**config.mk**
```make
export PLATFORM = sky130hd
export DESIGN_NAME = rainbow_led_frame_generator_unit_flat
export DESIGN_NICKNAME = d
export VERILOG_FILES = /design/src/sv/rlfg_pkg.sv /design/src/sv/rlfg_if.sv /design/src/sv/rainbow_led_frame_generator_unit.sv /design/src/sv/rlfg_csr.sv /design/src/sv/rlfg_wheel.sv /design/src/flat_wrapper.sv
export SDC_FILE = /design/constraint.sdc
export NUM_CORES = 2
export LEC_CHECK = 0
export BUFFER_PORTS_ARGS = -buffer_cell sky130_fd_sc_hd__buf_2
export CORE_MARGIN = 2
export CORE_UTILIZATION = 45
export DETAILED_ROUTE_END_ITERATION = 8
export SYNTH_ARGS = -nofsm -noshare
export SYNTH_HDL_FRONTEND = slang
export SYNTH_HIERARCHICAL = 1
export SYNTH_SLANG_ARGS = --single-unit
```
**constraint.sdc**
```tcl
create_clock -name clock -period 9.59 [get_ports clock]
set_clock_uncertainty 0.15 [all_clocks]
set_input_delay 1.918 -clock clock [delete_from_list [all_inputs] [get_ports clock]]
set_output_delay 1.918 -clock clock [all_outputs]
set_load 0.05 [all_outputs]
```
**src/sv/rlfg_pkg.sv**
```systemverilog
package rlfg_pkg;

   localparam int EffectCount = 7;
   localparam int LogoCount   = 3;
   localparam int LedTotal    = LogoCount + EffectCount;
   localparam int CntW        = $clog2(LedTotal + 1);
   localparam int BufW        = $clog2(LedTotal);
   localparam int AddrW       = 5;

   localparam logic [10:0] PitchReset     = 11'd151;
   localparam logic [7:0]  SpeedMinReset  = 8'd4;
   localparam logic [7:0]  SpeedMaxReset  = 8'd100;
   localparam logic [31:0] HoldReset      = 32'd1000000;
   localparam logic [31:0] DecayReset     = 32'd200000;

   // floor(s * 95 / 100) == (s * DecayMul) >> DecayShift for all 8-bit s
   localparam logic [18:0] DecayMul   = 19'd498085;
   localparam int          DecayShift = 19;

   localparam logic [1:0] CmdFrame = 2'd0;
   localparam logic [1:0] CmdStim  = 2'd1;
   localparam logic [1:0] CmdHost  = 2'd2;

   localparam logic [2:0] RegPitch    = 3'd0;
   localparam logic [2:0] RegSpeedMin = 3'd1;
   localparam logic [2:0] RegSpeedMax = 3'd2;
   localparam logic [2:0] RegHold     = 3'd3;
   localparam logic [2:0] RegDecay    = 3'd4;

   localparam logic [2:0] SegRedUp     = 3'd0;
   localparam logic [2:0] SegBlueDown  = 3'd1;
   localparam logic [2:0] SegGreenUp   = 3'd2;
   localparam logic [2:0] SegRedDown   = 3'd3;
   localparam logic [2:0] SegBlueUp    = 3'd4;
   localparam logic [2:0] SegGreenDown = 3'd5;

   typedef struct packed {
      logic [10:0] pitch;
      logic [7:0]  speed_min;
      logic [7:0]  speed_max;
      logic [31:0] hold_us;
      logic [31:0] decay_interval_us;
   } cfg_type;

   typedef struct packed {
      logic        valid;
      logic        raw;
      logic [31:0] idx;
      logic [7:0]  red;
      logic [7:0]  green;
      logic [7:0]  blue;
   } wheel_req_type;

   typedef struct packed {
      logic        valid;
      logic [23:0] pix;
   } wheel_rsp_type;

   // (x mod 6) via 2-bit digit sums for mod 3 plus parity
   function automatic logic [2:0] wheel_seg(input logic [23:0] x);
      logic [5:0] s1;
      logic [3:0] s2;
      logic [2:0] s3;
      logic [2:0] m3;
      s1 = '0;
      for (int k = 0; k < 12; k++) begin
         s1 = s1 + 6'(x[2*k +: 2]);
      end
      s2 = 4'(s1[1:0]) + 4'(s1[3:2]) + 4'(s1[5:4]);
      s3 = 3'(s2[1:0]) + 3'(s2[3:2]);
      m3 = (s3 >= 3'd3) ? s3 - 3'd3 : s3;
      return (m3[0] == x[0]) ? m3 : m3 + 3'd3;
   endfunction

endpackage

```
**src/sv/rlfg_if.sv**
```systemverilog
interface rlfg_req_if;
   logic        valid;
   logic        ready;
   logic [1:0]  command;
   logic [63:0] now_us;
   logic [7:0]  red;
   logic [7:0]  green;
   logic [7:0]  blue;

   modport source (output valid, command, now_us, red, green, blue, input ready);
   modport sink   (input valid, command, now_us, red, green, blue, output ready);
endinterface

interface rlfg_rsp_if;
   logic        valid;
   logic        ready;
   logic [3:0]  led_index;
   logic [23:0] led_color;
   logic        last;

   modport source (output valid, led_index, led_color, last, input ready);
   modport sink   (input valid, led_index, led_color, last, output ready);
endinterface

```
**src/sv/rainbow_led_frame_generator_unit.sv**
```systemverilog
// Rainbow LED frame generator.
// req_chan takes one command word per handshake: frame (0), stimulate (1)
// or host logo color (2), with the current time in now_us. rsp_chan gives
// one pixel word per LED for each frame: logo LEDs first, then the effect
// LEDs, with last set on the final word. Stimulate and host color give no
// words; unused command codes are dropped.
// Registers sit on the csr_ APB port; write them only while the block idles.
// A frame first advances the rotator (StRot) and sets the base index
// (StBase), then feeds one wheel index per cycle into the two-stage
// wheel/gamma unit. The shared wheel/gamma unit handles one LED per
// cycle. Stimulate leaves the block ready; host color makes one pass
// through the unit.
// Pixels queue in a small frame buffer, so a stalled receiver holds the
// current word steady while the unit keeps going; req_chan stays not ready
// until every word of the frame has been taken.
// Reset clears rotator, hold and decay times and host color, sets speed to
// 4 and the registers to their defaults.
module rainbow_led_frame_generator_unit (
   input  logic                       clock,
   input  logic                       reset,
   rlfg_req_if.sink                   req_chan,
   rlfg_rsp_if.source                 rsp_chan,
   input  logic                       csr_psel,
   input  logic                       csr_penable,
   input  logic                       csr_pwrite,
   input  logic [rlfg_pkg::AddrW-1:0] csr_paddr,
   input  logic [31:0]                csr_pwdata,
   output logic [31:0]                csr_prdata,
   output logic                       csr_pready
);

   typedef enum logic [6:0] {
      StIdle  = 7'b0000001,
      StRot   = 7'b0000010,
      StBase  = 7'b0000100,
      StRun   = 7'b0001000,
      StDecay = 7'b0010000,
      StDrain = 7'b0100000,
      StHost  = 7'b1000000
   } state_type;

   localparam int CntW = rlfg_pkg::CntW;
   localparam int BufW = rlfg_pkg::BufW;

   rlfg_pkg::cfg_type       cfg;
   rlfg_pkg::wheel_req_type wreq;
   rlfg_pkg::wheel_rsp_type wrsp;

   state_type   state_ff, state_in;
   logic [63:0] now_ff, now_in;
   logic [31:0] rotator_ff, rotator_in;
   logic [7:0]  speed_ff, speed_in;
   logic [63:0] hold_until_ff, hold_until_in;
   logic [63:0] next_decay_ff, next_decay_in;
   logic [23:0] host_colour_ff, host_colour_in;
   logic        hold_act_ff, hold_act_in;
   logic        decay_due_ff, decay_due_in;
   logic [31:0] idx_ff, idx_in;
   logic [CntW-1:0] issue_ff, issue_in;
   logic [CntW-1:0] wr_ff, wr_in;
   logic [CntW-1:0] rd_ff, rd_in;
   logic [23:0] pix_buf_ff [rlfg_pkg::LedTotal];
   logic [23:0] wr_pix;
   logic        req_take;
   logic        rsp_take;
   logic [26:0] decay_prod;

   rlfg_csr u_csr (
      .clock       (clock),
      .reset       (reset),
      .csr_psel    (csr_psel),
      .csr_penable (csr_penable),
      .csr_pwrite  (csr_pwrite),
      .csr_paddr   (csr_paddr),
      .csr_pwdata  (csr_pwdata),
      .csr_prdata  (csr_prdata),
      .csr_pready  (csr_pready),
      .cfg         (cfg)
   );

   rlfg_wheel u_wheel (
      .clock (clock),
      .reset (reset),
      .wreq  (wreq),
      .wrsp  (wrsp)
   );

   assign req_chan.ready = (state_ff == StIdle);
   assign req_take       = req_chan.valid && req_chan.ready;

   assign rsp_chan.valid     = (rd_ff != wr_ff);
   assign rsp_chan.led_color = pix_buf_ff[rd_ff[BufW-1:0]];
   assign rsp_chan.led_index = 4'(rd_ff);
   assign rsp_chan.last      = (rd_ff == CntW'(rlfg_pkg::LedTotal - 1));
   assign rsp_take           = rsp_chan.valid && rsp_chan.ready;

   assign wreq.valid = (state_ff == StRun) ||
                       (req_take && (req_chan.command == rlfg_pkg::CmdHost));
   assign wreq.raw   = (state_ff == StIdle);
   assign wreq.idx   = idx_ff;
   assign wreq.red   = req_chan.red;
   assign wreq.green = req_chan.green;
   assign wreq.blue  = req_chan.blue;

   assign decay_prod = 27'(speed_ff) * 27'(rlfg_pkg::DecayMul);

   assign wr_pix = (hold_act_ff && (wr_ff < CntW'(rlfg_pkg::LogoCount))) ?
                   host_colour_ff : wrsp.pix;

   always_comb begin
      state_in       = state_ff;
      now_in         = now_ff;
      rotator_in     = rotator_ff;
      speed_in       = speed_ff;
      hold_until_in  = hold_until_ff;
      next_decay_in  = next_decay_ff;
      host_colour_in = host_colour_ff;
      hold_act_in    = hold_act_ff;
      decay_due_in   = decay_due_ff;
      idx_in         = idx_ff;
      issue_in       = issue_ff;
      wr_in          = wr_ff;
      rd_in          = rsp_take ? rd_ff + CntW'(1) : rd_ff;

      if (wrsp.valid && (state_ff != StHost)) begin
         wr_in = wr_ff + CntW'(1);
      end

      case (state_ff)
         StIdle: begin
            if (req_take) begin
               now_in = req_chan.now_us;
               case (req_chan.command)
                  rlfg_pkg::CmdFrame: state_in = StRot;
                  rlfg_pkg::CmdStim: begin
                     if (speed_ff < cfg.speed_max) begin
                        speed_in = speed_ff + 8'd1;
                     end
                  end
                  rlfg_pkg::CmdHost: begin
                     hold_until_in = req_chan.now_us + 64'(cfg.hold_us);
                     state_in      = StHost;
                  end
                  default: state_in = StIdle;
               endcase
            end
         end
         StRot: begin
            rotator_in   = rotator_ff + 32'(speed_ff);
            hold_act_in  = (now_ff < hold_until_ff);
            decay_due_in = (now_ff >= next_decay_ff);
            state_in     = StBase;
         end
         StBase: begin
            idx_in   = rotator_ff + 32'(cfg.pitch) * 32'(rlfg_pkg::EffectCount);
            issue_in = '0;
            wr_in    = '0;
            rd_in    = '0;
            state_in = StRun;
         end
         StRun: begin
            idx_in   = (issue_ff == CntW'(rlfg_pkg::LogoCount - 1)) ?
                       rotator_ff : idx_ff + 32'(cfg.pitch);
            issue_in = issue_ff + CntW'(1);
            if (issue_ff == CntW'(rlfg_pkg::LedTotal - 1)) begin
               state_in = StDecay;
            end
         end
         StDecay: begin
            if (decay_due_ff) begin
               next_decay_in = now_ff + 64'(cfg.decay_interval_us);
               if (speed_ff > cfg.speed_min) begin
                  speed_in = decay_prod[rlfg_pkg::DecayShift +: 8];
               end
            end
            state_in = StDrain;
         end
         StDrain: begin
            if (rsp_take && rsp_chan.last) begin
               state_in = StIdle;
            end
         end
         StHost: begin
            if (wrsp.valid) begin
               host_colour_in = wrsp.pix;
               state_in       = StIdle;
            end
         end
         default: state_in = StIdle;
      endcase
   end

   always_ff @(posedge clock) begin
      if (reset) begin
         state_ff       <= StIdle;
         rotator_ff     <= '0;
         speed_ff       <= rlfg_pkg::SpeedMinReset;
         hold_until_ff  <= '0;
         next_decay_ff  <= '0;
         host_colour_ff <= '0;
         hold_act_ff    <= 1'b0;
         decay_due_ff   <= 1'b0;
         issue_ff       <= '0;
         wr_ff          <= '0;
         rd_ff          <= '0;
      end else begin
         state_ff       <= state_in;
         rotator_ff     <= rotator_in;
         speed_ff       <= speed_in;
         hold_until_ff  <= hold_until_in;
         next_decay_ff  <= next_decay_in;
         host_colour_ff <= host_colour_in;
         hold_act_ff    <= hold_act_in;
         decay_due_ff   <= decay_due_in;
         issue_ff       <= issue_in;
         wr_ff          <= wr_in;
         rd_ff          <= rd_in;
      end
   end

   always_ff @(posedge clock) begin
      now_ff <= now_in;
      idx_ff <= idx_in;
      if (wrsp.valid && (state_ff != StHost)) begin
         pix_buf_ff[wr_ff[BufW-1:0]] <= wr_pix;
      end
   end

endmodule

```
**src/sv/rlfg_csr.sv**
```systemverilog
module rlfg_csr (
   input  logic                      clock,
   input  logic                      reset,
   input  logic                      csr_psel,
   input  logic                      csr_penable,
   input  logic                      csr_pwrite,
   input  logic [rlfg_pkg::AddrW-1:0] csr_paddr,
   input  logic [31:0]               csr_pwdata,
   output logic [31:0]               csr_prdata,
   output logic                      csr_pready,
   output rlfg_pkg::cfg_type         cfg
);

   rlfg_pkg::cfg_type cfg_ff, cfg_in;
   logic [2:0]        sel;
   logic              wr_en;

   assign sel        = csr_paddr[4:2];
   assign wr_en      = csr_psel && csr_penable && csr_pwrite;
   assign csr_pready = 1'b1;
   assign cfg        = cfg_ff;

   always_comb begin
      cfg_in = cfg_ff;
      if (wr_en) begin
         case (sel)
            rlfg_pkg::RegPitch:    cfg_in.pitch             = csr_pwdata[10:0];
            rlfg_pkg::RegSpeedMin: cfg_in.speed_min         = csr_pwdata[7:0];
            rlfg_pkg::RegSpeedMax: cfg_in.speed_max         = csr_pwdata[7:0];
            rlfg_pkg::RegHold:     cfg_in.hold_us           = csr_pwdata;
            rlfg_pkg::RegDecay:    cfg_in.decay_interval_us = csr_pwdata;
            default:               cfg_in = cfg_ff;
         endcase
      end
   end

   always_comb begin
      case (sel)
         rlfg_pkg::RegPitch:    csr_prdata = 32'(cfg_ff.pitch);
         rlfg_pkg::RegSpeedMin: csr_prdata = 32'(cfg_ff.speed_min);
         rlfg_pkg::RegSpeedMax: csr_prdata = 32'(cfg_ff.speed_max);
         rlfg_pkg::RegHold:     csr_prdata = cfg_ff.hold_us;
         rlfg_pkg::RegDecay:    csr_prdata = cfg_ff.decay_interval_us;
         default:               csr_prdata = '0;
      endcase
   end

   always_ff @(posedge clock) begin
      if (reset) begin
         cfg_ff.pitch             <= rlfg_pkg::PitchReset;
         cfg_ff.speed_min         <= rlfg_pkg::SpeedMinReset;
         cfg_ff.speed_max         <= rlfg_pkg::SpeedMaxReset;
         cfg_ff.hold_us           <= rlfg_pkg::HoldReset;
         cfg_ff.decay_interval_us <= rlfg_pkg::DecayReset;
      end else begin
         cfg_ff <= cfg_in;
      end
   end

endmodule

```
**src/sv/rlfg_wheel.sv**
```systemverilog
module rlfg_wheel (
   input  logic                    clock,
   input  logic                    reset,
   input  rlfg_pkg::wheel_req_type wreq,
   output rlfg_pkg::wheel_rsp_type wrsp
);

   logic [2:0]  seg;
   logic [7:0]  inc;
   logic [7:0]  dec;
   logic [7:0]  r_in, g_in, b_in;
   logic [7:0]  r_ff, g_ff, b_ff;
   logic        s1_valid_ff;
   logic [15:0] r_sq, g_sq, b_sq;
   logic        out_valid_ff;
   logic [23:0] out_pix_ff;

   assign seg = rlfg_pkg::wheel_seg(wreq.idx[31:8]);
   assign inc = wreq.idx[7:0];
   assign dec = ~inc;

   always_comb begin
      if (wreq.raw) begin
         r_in = wreq.red;
         g_in = wreq.green;
         b_in = wreq.blue;
      end else begin
         case (seg)
            rlfg_pkg::SegRedUp:    begin r_in = inc;   g_in = 8'd0;  b_in = 8'd255; end
            rlfg_pkg::SegBlueDown: begin r_in = 8'd255; g_in = 8'd0;  b_in = dec;    end
            rlfg_pkg::SegGreenUp:  begin r_in = 8'd255; g_in = inc;   b_in = 8'd0;   end
            rlfg_pkg::SegRedDown:  begin r_in = dec;   g_in = 8'd255; b_in = 8'd0;   end
            rlfg_pkg::SegBlueUp:   begin r_in = 8'd0;  g_in = 8'd255; b_in = inc;    end
            default:               begin r_in = 8'd0;  g_in = dec;    b_in = 8'd255; end
         endcase
      end
   end

   // gamma: c*c >> 8
   assign r_sq = 16'(r_ff) * 16'(r_ff);
   assign g_sq = 16'(g_ff) * 16'(g_ff);
   assign b_sq = 16'(b_ff) * 16'(b_ff);

   always_ff @(posedge clock) begin
      if (reset) begin
         s1_valid_ff  <= 1'b0;
         out_valid_ff <= 1'b0;
      end else begin
         s1_valid_ff  <= wreq.valid;
         out_valid_ff <= s1_valid_ff;
      end
   end

   always_ff @(posedge clock) begin
      r_ff       <= r_in;
      g_ff       <= g_in;
      b_ff       <= b_in;
      out_pix_ff <= {g_sq[15:8], r_sq[15:8], b_sq[15:8]};
   end

   assign wrsp.valid = out_valid_ff;
   assign wrsp.pix   = out_pix_ff;

endmodule
```
**src/flat_wrapper.sv**
```systemverilog
// flat-port wrapper written by rule: the top's interface ports become plain ports
module rainbow_led_frame_generator_unit_flat 
  (clock, reset, csr_psel, csr_penable, csr_pwrite, csr_paddr, csr_pwdata, csr_prdata, csr_pready, req_chan_valid, req_chan_command, req_chan_now_us, req_chan_red, req_chan_green, req_chan_blue, req_chan_ready, rsp_chan_valid, rsp_chan_led_index, rsp_chan_led_color, rsp_chan_last, rsp_chan_ready);
  rlfg_req_if req_chan_i ();
  rlfg_rsp_if rsp_chan_i ();
  input  logic clock;
  input  logic reset;
  input  logic csr_psel;
  input  logic csr_penable;
  input  logic csr_pwrite;
  input  logic [rlfg_pkg::AddrW-1:0] csr_paddr;
  input  logic [31:0] csr_pwdata;
  output logic [31:0] csr_prdata;
  output logic csr_pready;
  input wire logic [$bits(req_chan_i.valid)-1:0] req_chan_valid;
  input wire logic [$bits(req_chan_i.command)-1:0] req_chan_command;
  input wire logic [$bits(req_chan_i.now_us)-1:0] req_chan_now_us;
  input wire logic [$bits(req_chan_i.red)-1:0] req_chan_red;
  input wire logic [$bits(req_chan_i.green)-1:0] req_chan_green;
  input wire logic [$bits(req_chan_i.blue)-1:0] req_chan_blue;
  output wire logic [$bits(req_chan_i.ready)-1:0] req_chan_ready;
  output wire logic [$bits(rsp_chan_i.valid)-1:0] rsp_chan_valid;
  output wire logic [$bits(rsp_chan_i.led_index)-1:0] rsp_chan_led_index;
  output wire logic [$bits(rsp_chan_i.led_color)-1:0] rsp_chan_led_color;
  output wire logic [$bits(rsp_chan_i.last)-1:0] rsp_chan_last;
  input wire logic [$bits(rsp_chan_i.ready)-1:0] rsp_chan_ready;
  assign req_chan_i.valid = req_chan_valid;
  assign req_chan_i.command = req_chan_command;
  assign req_chan_i.now_us = req_chan_now_us;
  assign req_chan_i.red = req_chan_red;
  assign req_chan_i.green = req_chan_green;
  assign req_chan_i.blue = req_chan_blue;
  assign req_chan_ready = req_chan_i.ready;
  assign rsp_chan_valid = rsp_chan_i.valid;
  assign rsp_chan_led_index = rsp_chan_i.led_index;
  assign rsp_chan_led_color = rsp_chan_i.led_color;
  assign rsp_chan_last = rsp_chan_i.last;
  assign rsp_chan_i.ready = rsp_chan_ready;
  rainbow_led_frame_generator_unit u_core (.clock(clock), .reset(reset), .req_chan(req_chan_i), .rsp_chan(rsp_chan_i), .csr_psel(csr_psel), .csr_penable(csr_penable), .csr_pwrite(csr_pwrite), .csr_paddr(csr_paddr), .csr_pwdata(csr_pwdata), .csr_prdata(csr_prdata), .csr_pready(csr_pready));
endmodule
```
==> results.py <==
metrics = {
    "run_status": {
        "status": "finished clean",
    },
    "detailed_routing": {
        "drtPass1Iterations": 7,
        "via_count": 33572,
        "drt-vias-per-instance": 5.54,
        "drt_iter0_markers": 2180,
        "drc": 0,
        "drtAntennaViolNets": 0,
        "wl_per_cell_um": 19.0,
        "wl_um": 115000,
    },
    "synth": {
        "synth_edf_count": 336,
        "synth_top_area_cell": "edfxtp_1",
        "syn_nets": 5287,
        "synth_most_common_cell": "ha_1",
        "synth-seq-cells": 694,
        "syn_area_um2": 45500,
        "ys.warnings.count": 6,
        "synth_ff_type": "dfxtp_1",
        "synth_cells": 4582,
        "synth_area_leaders": "edfxtp_1 22%, dfxtp_1 16%, ha_1 12%, fa_1 6.4%, inv_1 3.5%",
        "async_flop_share_pct": 0,
        "synth.distinct_cells": 111,
        "yosysTopAreaCellShare_pct": 22.2,
        "ys_top_cells_by_count": "426 x ha_1, 421 x inv_1, 407 x nand2_1",
        "avgSynthCellArea_um2": 9.94,
        "yosysSeqAreaShare_pct": 37.9,
    },
    "layout": {
        "nNetsFinal": 5404,
        "utilization_pct": 50.1,
        "drive_above_1_share_pct": 10.8,
        "area_growth_pct": 10.2,
        "final_area_um2": 50200,
    },
    "floorplanning": {
        "die_w_um": 322,
        "coreArea_um2": 100000,
        "boundaryPins": 198,
        "die-area_um2": 104000,
        "die_y_um": 322,
        "initial_core_util_pct": 45.5,
        "std_cell_rows": 116,
    },
    "grt": {
        "overflow": 0,
        "grt_antenna_before_repair": 3,
        "grt_pass1_wl_um": 184000,
        "grt.total_usage_pct": 22.2,
        "grt_max_degree": 149,
        "grt_pass1_vias": 33036,
    },
    "placement": {
        "dp_hpwl_um": 83600,
        "pre_cts_slack_ns": 0.799,
        "portBuffers": 194,
        "place_congestion": 0.882,
        "place_area_um2": 47500,
    },
    "power_and_ir_drop": {
        "p_leak_nw": 20.2,
        "switching_share_pct": 39.9,
        "netSwitchingPower_mw": 5.53,
        "power_frac_seq_pct": 27.6,
        "power_frac_clock_pct": 22.5,
        "irDropWorstVdd_uv": 326,
        "power.density_nw_per_um2": 276,
        "p_int_mw": 8.34,
        "combPwrFrac_pct": 49.9,
    },
    "sta": {
        "drv_slew": 0,
        "layout_worst_path_cycle_share_pct": 92.0,
        "max_slew_margin_pct": 25.0,
        "min_period_ns": 8.82,
        "tightest_slew_ns": 1.12,
        "fmax_ghz": 0.113,
        "finalSetupTns_ns": 0,
        "setup_viol": 0,
        "finalHoldViolCount": 0,
        "worst_slack_ns": 0.771,
        "whs_ns": 0.293,
        "grt_setup_unrepaired": "no",
    },
    "critical_path": {
        "cp-end-kind": "register",
        "crit_path_start_kind": "register",
        "crit_path_top_delay_cell": "fa_1",
        "critPathMostFrequentCell": "fa_1",
        "cpPeakStageDelay_ns": 0.59,
        "path_max_fanout": 18,
        "criticalPathCategory": "reg2reg",
        "required_ns": 9.95,
        "cp.arrival_ns": 9.18,
    },
    "cts": {
        "clk_path_buf_depth": 3,
        "cts_max_level": 3,
        "cts.clk_slew.worst_paths_ns": 0.06,
        "clkSinkCount": 694,
        "cts_tree": "yes",
        "clk_latency_ns": 0.64,
        "clockRootBuffer": "clkbuf_16",
        "hold_buffers": 0,
        "post_cts_resized": 0,
        "cts_setup_buffers": 0,
        "numCtsBuffers": 79,
    },
    "job": {
        "max-cap-violations": 0,
    },
    "min_path": {
        "min_path_type": "reg2reg",
    },
}
[cell families (layout without fill, tap and decap cells)]
| kind of cell | Yosys count | after routing | share of synthesized area [%] |
|---|---|---|---|
| xor gates and xnor gates | 219 | 219 | 4.21 |
| other | 1 | 3 | 0.00824 |
| buffers and inverters | 611 | 794 | 5.56 |
| and+or+nand+nor | 1304 | 1304 | 14.5 |
| AOI/OAI and AO/OA | 977 | 977 | 13.9 |
| muxes | 205 | 205 | 5.91 |
| DFF | 694 | 694 | 37.9 |
| adders and majority gates | 571 | 571 | 18.1 |
[critical path: cells and delay by family, from the launching register on]
family,cells,cell delay [ns]
AND/OR/NAND/NOR,5,1.39
adder cells (fa/ha/maj),15,5.53
flip-flops,1,0.50
buffers and inverters,4,0.43
AO/OA/AOI/OAI,6,0.70
[power groups by stage]
stage	registers (mW)	clock network [mW]	logic, mW
2_1_floorplan	3.73	0	5.52
3_3_place_gp	3.89	0	6.87
3_5_place_dp	3.89	0	6.97
4_1_cts	3.83	3.19	7.04
5_1_grt	3.86	3.33	8.00
6_report	3.82	3.12	6.92
[final cells by class]
class	instances	area (µm²)
sequential	694	17300
multi-input combinational	3277	25800
tap	1298	1620
timing repair buffer	224	1220
antenna	2	5.00
inverter	423	1590
fill	9238	50000
clock buffer	107	2230
clock inverter	40	477
[path summary, 6_finish.rpt]
check                                   from                          end  slack [ns]  cells past startpoint
setup reg to reg           u_core/idx_ff[15]       u_core/u_wheel/b_ff[2]        0.77                     30
hold reg to reg   u_core/u_wheel/s1_valid_ff  u_core/u_wheel/out_valid_ff        0.29                      1
hold / removal    u_core/u_wheel/s1_valid_ff  u_core/u_wheel/out_valid_ff        0.29                      1
setup / recovery           u_core/idx_ff[15]       u_core/u_wheel/b_ff[2]        0.77                     30
[per-layer routing]
metal	GRT usage [%]	vias up	part of all wire [%]
li1	-	16524	-
met1	31.2	16292	48
met2	36.7	622	47
met3	2.60	132	4.0
met4	4.44	2	1.6
met5	0	-	0.013
[per-stage QoR]
step	power, mW	cells
after global routing	15.2	6063
after CTS	14.1	6063
after global placement	10.8	5916
final	13.9	6065
after floorplan	9.26	4582
after detailed placement	10.9	5916
[flip-flops by register name (all words and copies together), names as in the netlist, 24 cells and up, named ones only]
register                   flops
u_core/pix_buf_ff            240
u_core/u_csr/cfg              91
u_core/hold_until_ff          64
u_core/next_decay_ff          64
u_core/now_ff                 64
u_core/idx_ff                 32
u_core/rotator_ff             32
u_core/host_colour_ff         24
u_core/u_wheel/out_pix_ff     24
[placed cells by master, fill, tap and decap left out, types with 76 or more instances in the layout]
| master | n |
|---|---|
| a21o_1 | 76 |
| mux2i_1 | 128 |
| dfxtp_1 | 354 |
| buf_2 | 193 |
| nand2_1 | 407 |
| xor2_1 | 89 |
| a21oi_1 | 307 |
| ha_1 | 426 |
| xnor2_1 | 130 |
| edfxtp_1 | 336 |
| o21ai_0 | 175 |
| nand2b_1 | 119 |
| inv_1 | 420 |
| nor2_1 | 266 |
| clkbuf_16 | 81 |
| a211oi_1 | 96 |
| fa_1 | 145 |
(Power assumes the default switching activity.)
